**src/rtl/rsat_pkg.sv**
```systemverilog
// ----------------------------------------------------------------------------
// rsat_pkg
// Shared types and constants of the range assign / range sum table.
// ----------------------------------------------------------------------------
package rsat_pkg;

    localparam int TABLE_SIZE_DEF = 1024;
    localparam int IN_IDX_W       = 10;
    localparam int VAL_W          = 32;
    localparam int SUM_W          = 42;
    localparam int CALC_W         = 18;

    typedef enum logic [2:0] {
        ST_CLEAR,
        ST_IDLE,
        ST_DECODE,
        ST_ASSIGN,
        ST_SUM,
        ST_DRAIN,
        ST_FINISH,
        ST_RESULT
    } state_t;

    typedef struct packed {
        logic load;
        logic step;
        logic write_zero;
        logic write_value;
        logic read;
        logic out_load;
    } cmd_t;

    typedef struct packed {
        logic is_query;
        logic empty;
        logic last_range;
        logic last_index;
    } sts_t;

endpackage

```
**src/rtl/rsat_ctrl.sv**
```systemverilog
// ----------------------------------------------------------------------------
// rsat_ctrl
// Sequencer for table clearing, range assign and range sum sweeps.
// ----------------------------------------------------------------------------
module rsat_ctrl
    import rsat_pkg::*;
(
    input  logic clk,
    input  logic rst_n,
    input  logic in_valid,
    output logic in_ready,
    output logic out_valid,
    input  logic out_ready,
    input  sts_t sts,
    output cmd_t cmd
);

    state_t state_reg;
    state_t state_next;

    always_ff @(posedge clk or negedge rst_n)
    begin
        if (!rst_n)
        begin
            state_reg <= ST_CLEAR;
        end
        else
        begin
            state_reg <= state_next;
        end
    end

    always_comb
    begin
        state_next = state_reg;
        case (state_reg)
            ST_CLEAR:
            begin
                if (sts.last_index)
                begin
                    state_next = ST_IDLE;
                end
            end
            ST_IDLE:
            begin
                if (in_valid)
                begin
                    state_next = ST_DECODE;
                end
            end
            ST_DECODE:
            begin
                if (sts.empty)
                begin
                    state_next = sts.is_query ? ST_FINISH : ST_IDLE;
                end
                else
                begin
                    state_next = sts.is_query ? ST_SUM : ST_ASSIGN;
                end
            end
            ST_ASSIGN:
            begin
                if (sts.last_range)
                begin
                    state_next = ST_IDLE;
                end
            end
            ST_SUM:
            begin
                if (sts.last_range)
                begin
                    state_next = ST_DRAIN;
                end
            end
            ST_DRAIN:
            begin
                state_next = ST_FINISH;
            end
            ST_FINISH:
            begin
                state_next = ST_RESULT;
            end
            ST_RESULT:
            begin
                if (out_ready)
                begin
                    state_next = ST_IDLE;
                end
            end
            default:
            begin
                state_next = ST_IDLE;
            end
        endcase
    end

    always_comb
    begin
        cmd       = '0;
        in_ready  = 1'b0;
        out_valid = 1'b0;
        case (state_reg)
            ST_CLEAR:
            begin
                cmd.write_zero = 1'b1;
                cmd.step       = 1'b1;
            end
            ST_IDLE:
            begin
                in_ready = 1'b1;
                cmd.load = in_valid;
            end
            ST_ASSIGN:
            begin
                cmd.write_value = 1'b1;
                cmd.step        = 1'b1;
            end
            ST_SUM:
            begin
                cmd.read = 1'b1;
                cmd.step = 1'b1;
            end
            ST_FINISH:
            begin
                cmd.out_load = 1'b1;
            end
            ST_RESULT:
            begin
                out_valid = 1'b1;
            end
            default:
            begin
                cmd = '0;
            end
        endcase
    end

endmodule

```
**config.mk**
```make
export PLATFORM = sky130hd
export DESIGN_NAME = rsat_ctrl
export DESIGN_NICKNAME = d
export VERILOG_FILES = /design/src/rtl/rsat_pkg.sv /design/src/rtl/rsat_ctrl.sv
export SDC_FILE = /design/constraint.sdc
export NUM_CORES = 1
export LEC_CHECK = 0
export BUFFER_PORTS_ARGS = -buffer_cell sky130_fd_sc_hd__buf_2
export CAP_MARGIN = 25
export CORE_AREA = 2 2 39 41
export DETAILED_ROUTE_END_ITERATION = 8
export DIE_AREA = 0 0 41 43
export GPL_ROUTABILITY_DRIVEN = 0
export HOLD_SLACK_MARGIN = 0.05
export PLACE_DENSITY = 0.41
export SYNTH_ARGS = -nofsm -noshare
export SYNTH_HDL_FRONTEND = slang
export SYNTH_SLANG_ARGS = --single-unit
```
**constraint.sdc**
```tcl
create_clock -name clk -period 2.9 [get_ports clk]
set_clock_uncertainty 0.2 [all_clocks]
set_input_delay 0.435 -clock clk [delete_from_list [all_inputs] [get_ports clk]]
set_output_delay 0.435 -clock clk [all_outputs]
set_load 0.1 [all_outputs]
```
-- After elaboration in Yosys (flattened, before gate mapping)
Index checks and enable logic that the tools add are counted.
- register bits after elaboration: 3
- output and inout bits: 8
- reduce and logical (&&, ||, !) cells: 3
- eq/ne operators: 12
- mux-type cells: 17
- operators with widths (operator ; number):
    two-way mux 3 bit ; 8
    one-hot mux 3 bit (8 select lines) ; 1
    equality test 3 bit (second input constant) ; 4
    != test 2 bit (second input constant) ; 5
    two-way mux 1 bit ; 8
    equality test 3 x 2 -> 1 bit (second input constant) ; 2
    AND reduction 5 bit ; 1
    equality test 3 x 1 -> 1 bit (second input constant) ; 1
    logical NOT 3 bit ; 1
    OR reduction 3 bit ; 1

-- Logic depth before layout (Yosys ltp)
Gate-level depths: netlist of the first run.
- depth after elaboration: 3
- depth in mapped cells: 4

-- Worst setup path after synthesis of the first run
No wires, ideal clock.
- path kind: register to output
- start point: reg state_reg[1]
- end point: out cmd[5] (netlist bit)
- data arrival time: 2.735 ns
- path slack: -0.470 ns
- buffers on the path: 1
- stages on the path, launching flop included: 4
- cells stage by stage: dfrtp_1 buf_2 nor2_1 and2_1
- RTL lines (what ; line ; RTL):
    from (decl) ; rsat_ctrl.sv:18 ; state_t state_reg;
    from (signal assigned) ; rsat_ctrl.sv:29 ; state_reg <= state_next;
    to (decl) ; rsat_ctrl.sv:15 ; output cmd_t cmd

==> metrics.md, run 1 <==
| Metric | Value |
|---|---|
| Row count | 14 |
| Arrival time at the worst endpoint | between 1.5 and 2 ns |
| Starting density of the core | between 10% and 20% |
| Most frequent cells in the layout | buf_2, nand2_1, nor2_1, nor3_1 |
| Worst path depth | 4 |
| Worst flop-to-flop path endpoint | state_reg[1] |
| Mux contribution to synthesized area | 4.124% |
| Mean Syn Cell Area | 7.356 um^2 |
| Finish-stage setup viols | 0 |
| Max reg flops | 3 |
| Clock slew at reported path FFs | ~0.040 ns |
| CP endpoint | cmd[5] |
| Core Box Area | ~0.0014 mm^2 |
| Crit path required time | between 2 and 2.5 ns |
| Compound-cell area share of the yosys netlist | 16.49% |
| Root Driver | clkbuf_4 |
| Cell Chain, Critical Path | nand2b_1 > nor2_2 > and2_1 > buf_2 |
| Worst Hold Path Cells | 4 |
| DRT Wirelength | 622 um |
| Port bufs | 15 |
| Post-layout min period | around 2.2 ns |
| CTS buffer count | 3 |
| ANT nets after route | 0 |
| # IOs | 16 |
| GRT Total Usage | approximately a tenth |
| Initial antenna violation count | 0 |
| Post-CTS sizing | 0 |
| Slew Viols, Final | 0 |
| DR vias | about 280 |
| CP max-delay cell | dfrtp_1 |
| H-tree depth | 1 |
| Fmax | roughly 0.45 GHz |
| Via density | ~4.3 |
| Final Cycle Share | between 70% and 80% |
| Area growth from synthesis to layout | 47.42% |
| Hold Path Class | in2reg |
| Crit path kind | reg2out |
| Clk Latency, worst-skew pair | roughly 0.24 ns |
| Worst Tran Pin Value | around 0.48 ns |
| Hold Vio Cnt, Final | 0 |
| Mapped cell area | approximately 240 um^2 |
| Max-Cap Viols | 0 |
| Seq/Total Area, Yosys | ~31% |
| CP max stage delay | about 0.5 ns |
| Mapped Cells | 33 |
| Die outline area | roughly 0.0018 mm^2 |
| CP Capture Type | primary output |
| Top cells by area, synth | dfrtp_1, nor2_1, nor3_1, nand2_1, buf_6 |
| Buf/Inv on CP | 1 |
| Pin count of the biggest net entering global routing | 13 |
| # diodes | 0 |
| Total global routing overflow | 0 |
| Largest family of logic cells by synthesized area | simple AND/OR/NAND/NOR gates |
| HPWL after DPL | ~480 um |
| Outcome | finished clean |
| Register-to-register setup slack | ~1.5 ns |
| Synth Area in XOR/XNOR | 3.608% |
| Die Width | 41 um |
| Distinct cells, synth | 19 |
| CTS tree | yes |
| Share of layout cells above drive strength 1 | a little over two fifths |
| Yosys warns | 0 |
| Drt drc | 0 |
| Post-synth top area cell | dfrtp_1 |
| Detailed Route Iter0 Violations | 0 |
| Syn_nets | just over 40 |
| Global-route wire length before repair | ~1.1 mm |
| Post-synthesis simple-gate area fraction | between 30 and 40% |
| CTS sink cnt | 3 |
| R2r worst-path depth | 3 |
| Reg2reg start | state_reg[2] |
| CP top delay family | flip-flops |
| Post-layout nets | around 60 |
| Max FO, Critical Path | 12 |
| CP Launch Type | flop |
| Top cell type's share of synthesized area | 30.93% |
| Synth Area in Adders | 0% |
| Setup Buffers After CTS | 0 |
| Most common cell after layout, fill and taps aside | buf_2 |
| Drt first pass iters | 1 |
| Die Y | approximately 43 um |
| Worst setup startpoint | state_reg[2] |
| Synth Register Bits | 3 |
| RSZ-0062 raised after global routing | no |
| Max Root-Sink Buffers | 2 |
| WL/cell | ~9.4 um |
| Vias in the first global route | roughly 240 |
| Slew headroom | between 60% and 70% |
| Setup TNS Final | 0 ns |
==> per-layer routing <==
metal | track usage, % | routed length [um] | vias to the layer above
met5 | 0 | 0 | -
met4 | 8.000 | 19 | 0
met3 | 7.853 | 50 | 2
met2 | 10.94 | 255 | 11
met1 | 12.26 | 297 | 123
li1 | - | - | 148
==> worst reg2reg max path: cells and delay by family, from the launching register on <==
kind	cells	cell delay [ns]
flip-flops	1	0.56
AND/OR/NAND/NOR	1	0.21
AO/OA/AOI/OAI	1	0.09
multiplexers	1	0.23
==> Yosys cell counts <==
cell type,count
a31oi_1,1
dfrtp_1,3
or2_1,1
nor3_1,4
xnor2_1,1
a21oi_1,1
nor2_1,6
o22ai_1,1
buf_2,2
nand2_1,4
nor3b_1,1
inv_2,1
mux2i_1,1
o32ai_1,1
and2_1,1
o21ai_1,1
buf_6,1
nand2b_1,1
o22a_1,1
==> cell type report <==
cell class | count | area, um^2
fillers | 173 | 1026
multi-input cells | 26 | 147.6
repair buffers | 16 | 85.08
flip-flops and latches | 3 | 75.07
clock buffers | 4 | 26.28
well taps | 16 | 20.02
inverters | 1 | 3.754
==> how the worst min path moves through the flow <==
stage               from  slack (ns)            to
3_3_place_gp       rst_n        0.04  state_reg[1]
5_1_grt        out_ready        0.31  state_reg[2]
6_report       out_ready        0.28  state_reg[2]
2_1_floorplan      rst_n       -0.06  state_reg[0]
4_1_cts        out_ready        0.28  state_reg[2]
3_5_place_dp       rst_n        0.03  state_reg[1]
==> what timing repair did <==
item / CTS / global route
hold buffers: 1 / 0
setup endpoints to repair: 0 / 0
hold endpoints to repair: 3 / 0
==> kinds of logic (layout without fill, tap and decap cells) <==
family	count (synthesis)	after routing
and+or+nand+nor	18	18
AOI/OAI and AO/OA	6	6
buffers and inverters	4	21
DFF	3	3
xor gates and xnor gates	1	1
muxes	1	1
==> per-stage QoR <==
step	worst slack (ns)	cell area [um^2]	hold slack (ns)	util (%)	instances
finish	0.6534	357.8	0.2849	25.86	66
global route	0.5627	357.8	0.3112	25.86	66
CTS	0.6409	357.8	0.2807	25.86	66
detailed placement	0.9025	321.6	0.03450	23.24	61
global placement	0.9138	321.6	0.03552	23.24	61
floorplan	-0.3480	247.7	-0.06059	-	33
Power of run 1 is not shown: default switching activity piles up to over one toggle a cycle in this logic, so the estimate is an artifact.
==> inputs of run 2 (changes only) <==
--- a/config.mk
+++ b/config.mk
@@ -5,6 +5,7 @@
 export SDC_FILE = /design/constraint.sdc
 export NUM_CORES = 1
 export LEC_CHECK = 0
+export ABC_AREA = 1
 export BUFFER_PORTS_ARGS = -buffer_cell sky130_fd_sc_hd__buf_2
 export CAP_MARGIN = 25
 export CORE_AREA = 2 2 39 41
@@ -12,7 +13,7 @@
 export DIE_AREA = 0 0 41 43
 export GPL_ROUTABILITY_DRIVEN = 0
 export HOLD_SLACK_MARGIN = 0.05
-export PLACE_DENSITY = 0.41
+export PLACE_DENSITY = 0.52
 export SYNTH_ARGS = -nofsm -noshare
 export SYNTH_HDL_FRONTEND = slang
 export SYNTH_SLANG_ARGS = --single-unit
==> constraint.sdc (replaced) <==
create_clock -name clk -period 1.9 [get_ports clk]
set_clock_uncertainty 0.2 [all_clocks]
set_input_delay 0.285 -clock clk [delete_from_list [all_inputs] [get_ports clk]]
set_output_delay 0.285 -clock clk [all_outputs]
set_load 0.1 [all_outputs]
==> run 2 against run 1 <==
Utilization is 20 points higher. Global-route usage is 2.0 points higher. Via count is 48% higher. Critical path depth stayed put. Non-clock buffer count is 1 higher. Clock-buffer cell count stayed put. First-iteration DRC count is 5 higher. Worst setup slack worse by 0.54 ns. Synthesized cell count is 85% higher. Die area stayed put. Routed wire length is 34% higher. Sequential share of layout area is 9.0 points lower. Critical path type unchanged.
==> metrics.md, run 2 <==
| Metric | Value |
|---|---|
| Outcome | finished clean |
| CP max stage delay | roughly 0.45 ns |
| Filler Cell Count | roughly 140 |
| Max Root-Sink Buffers | 2 |
| Detailed Route Iter0 Violations | 5 |
| Pre-CTS setup slack | about 0.35 ns |
| Worst Tran Pin Value | roughly 0.24 ns |
| CP Launch Type | flop |
| Post-synth top area cell | dfrtp_1 |
| Distinct cells, synth | 16 |
| Post-synth EDFFs | 0 |
| Row count | 14 |
| Slew headroom | between 80% and 90% |
| Clk Latency, worst-skew pair | around 0.23 ns |
| Hold Vio Cnt, Final | 0 |
| Syn_nets | slightly below 70 |
| Top-count cell post-synth | nand2_1 |
| Crit path required time | about 1.4 ns |
| Most frequent cells in the layout | nand2_1, inv_1, buf_12, nand3_1, buf_2 |
| Max FO, Critical Path | 7 |
| Clock slew at reported path FFs | about 0.040 ns |
| CP top delay family | flip-flops |
| DRT Wirelength | approximately 830 um |
| Via density | roughly 4.3 |
| Largest family of logic cells by synthesized area | simple AND/OR/NAND/NOR gates |
| Final non-filler cell area | approximately 630 um^2 |
| Post-synthesis simple-gate area fraction | 56.64% |
| CP max-delay cell | dfrtp_1 |
| HPWL after DPL | 701.3 um |
| Mapped Cells | 61 |
| H-tree depth | 1 |
| Finish-stage setup viols | 0 |
| Setup TNS Final | 0 ns |
| WL/cell | ~8.6 um |
| Die Y | roughly 43 um |
| Buf/Inv on CP | 2 |
| Die Width | just over 40 um |
| GRT Total Usage | approximately 12% |
| Max reg flops | 3 |
| Top cells by area, synth | dfrtp_1, nand2_1, inv_1, nand3_1, nand3_2 |
| Setup ws final | 0.1182 ns |
| Fmax | between 0.5 and 0.6 GHz |
| Max-Cap Viols | 0 |
| Mux contribution to synthesized area | 0% |
| Global-route wire length before repair | about 1.5 mm |
| Mapped cell area | 357.8 um^2 |
| Die outline area | 0.001763 mm^2 |
| Drt first pass iters | 2 |
| CTS tree | yes |
| Compound-cell area share of the yosys netlist | under 10% |
| Top_reg_cell synth | dfrtp_1 |
| Most common cell after layout, fill and taps aside | nand2_1 |
| Share of layout cells above drive strength 1 | 39.51% |
| Arrival time at the worst endpoint | between 1 and 1.5 ns |
| DR vias | approximately 420 |
| # IOs | 16 |
| Final Cycle Share | a little over nine tenths |
| Port bufs | 15 |
| CP Capture Type | primary output |
| Initial antenna violation count | 0 |
| Core Box Area | between 0.001 and 0.0015 mm^2 |
| CTS sink cnt | 3 |
| RSZ-0062 raised after global routing | no |
| Mean Syn Cell Area | approximately 5.9 um^2 |
| Yosys warns | 0 |
| Async set or reset register ratio after synthesis | 100.0% |
| CTS buffer count | 3 |
| Top cell type's share of synthesized area | a little over a fifth |
| Util after Layout | 45.39% |
| Area growth from synthesis to layout | 75.52% |
| Post-layout min period | 1.782 ns |
| Root Driver | clkbuf_4 |
| Dpl cell area | around 590 um^2 |
| Post-CTS sizing | 0 |
| # diodes | 0 |
| Synth Register Bits | 3 |
| Seq/Total Area, Yosys | between 20% and 30% |
| Hold Path Class | in2async |
| Vias in the first global route | 377 |
| Worst path depth | 4 |
| Pin count of the biggest net entering global routing | 10 |
| Slew Viols, Final | 0 |
| Synth Area in XOR/XNOR | 0% |
| R2r worst-path depth | 6 |
| Post-synth top cells | nand2_1, inv_1, nand3_1 |
| Synth Area in Adders | 0% |
| Starting density of the core | approximately a quarter |
| Drt drc | 0 |
| Total global routing overflow | 0 |
| ANT nets after route | 0 |
| Cell Chain, Critical Path | inv_1 > nand2_1 > nor2_1 > buf_12 |
| Crit path kind | reg2out |
| Post-layout nets | 90 |
run 2: cell types whose count changed after synthesis, sizes merged, moves of 2 or more:
cell / change
nor2: +2
nand2: +17
buf: -2
nor3: -3
inv: +13
nand3: +9
run 2: cell families after synthesis:
family	count (synthesis)
flip-flops	3
AO/OA/AOI/OAI	3
buffers and inverters	15
AND/OR/NAND/NOR	40
run 2: cell type report:
cell class,count,area (um^2),share of cell area [%]
well taps,16,20.02,3.187
flip-flops and latches,3,75.07,11.95
inverters,14,52.55,8.367
repair buffers,17,212.7,33.86
clock buffers,4,26.28,4.183
multi-input cells,43,241.5,38.45
run 2: repair_timing:
item                                   4_1_cts  5_1_grt
hold buffers                                 1        0
setup buffers                                0        0
endpoints found under the hold margin        3        0
setup endpoints to repair                    0        0
run 2: final timing paths:
| kind | start | to | slack [ns] |
|---|---|---|---|
| max | state_reg[0] | cmd[1] | 0.12 |
| min | rst_n | state_reg[1] | 0.18 |
| max reg2reg | state_reg[2] | state_reg[0] | 0.50 |
| min reg2reg | state_reg[1] | state_reg[1] | 0.41 |
| max in group asynchronous | rst_n | state_reg[2] | 1.22 |
| min in group clk | in_valid | state_reg[1] | 0.28 |
run 2: per-stage QoR:
| step | cells | hold WS, ns |
|---|---|---|
| 6_report | 97 | 0.1785 |
| 5_1_grt | 97 | 0.1862 |
| 4_1_cts | 97 | 0.1746 |
| 3_5_place_dp | 92 | -0.1158 |
| 3_3_place_gp | 92 | -0.1149 |
| 2_1_floorplan | 61 | -0.2106 |
run 2: layer usage:
layer | vias to the layer above | share of wire (%) | GRT usage (%)
met1 | 182 | 43 | 16.50
met5 | - | 0 | 0
met4 | 0 | 0 | 0
met3 | 0 | 6.8 | 6.806
li1 | 226 | - | -
met2 | 13 | 50 | 17.50
Power of run 2 is left out for the same reason.
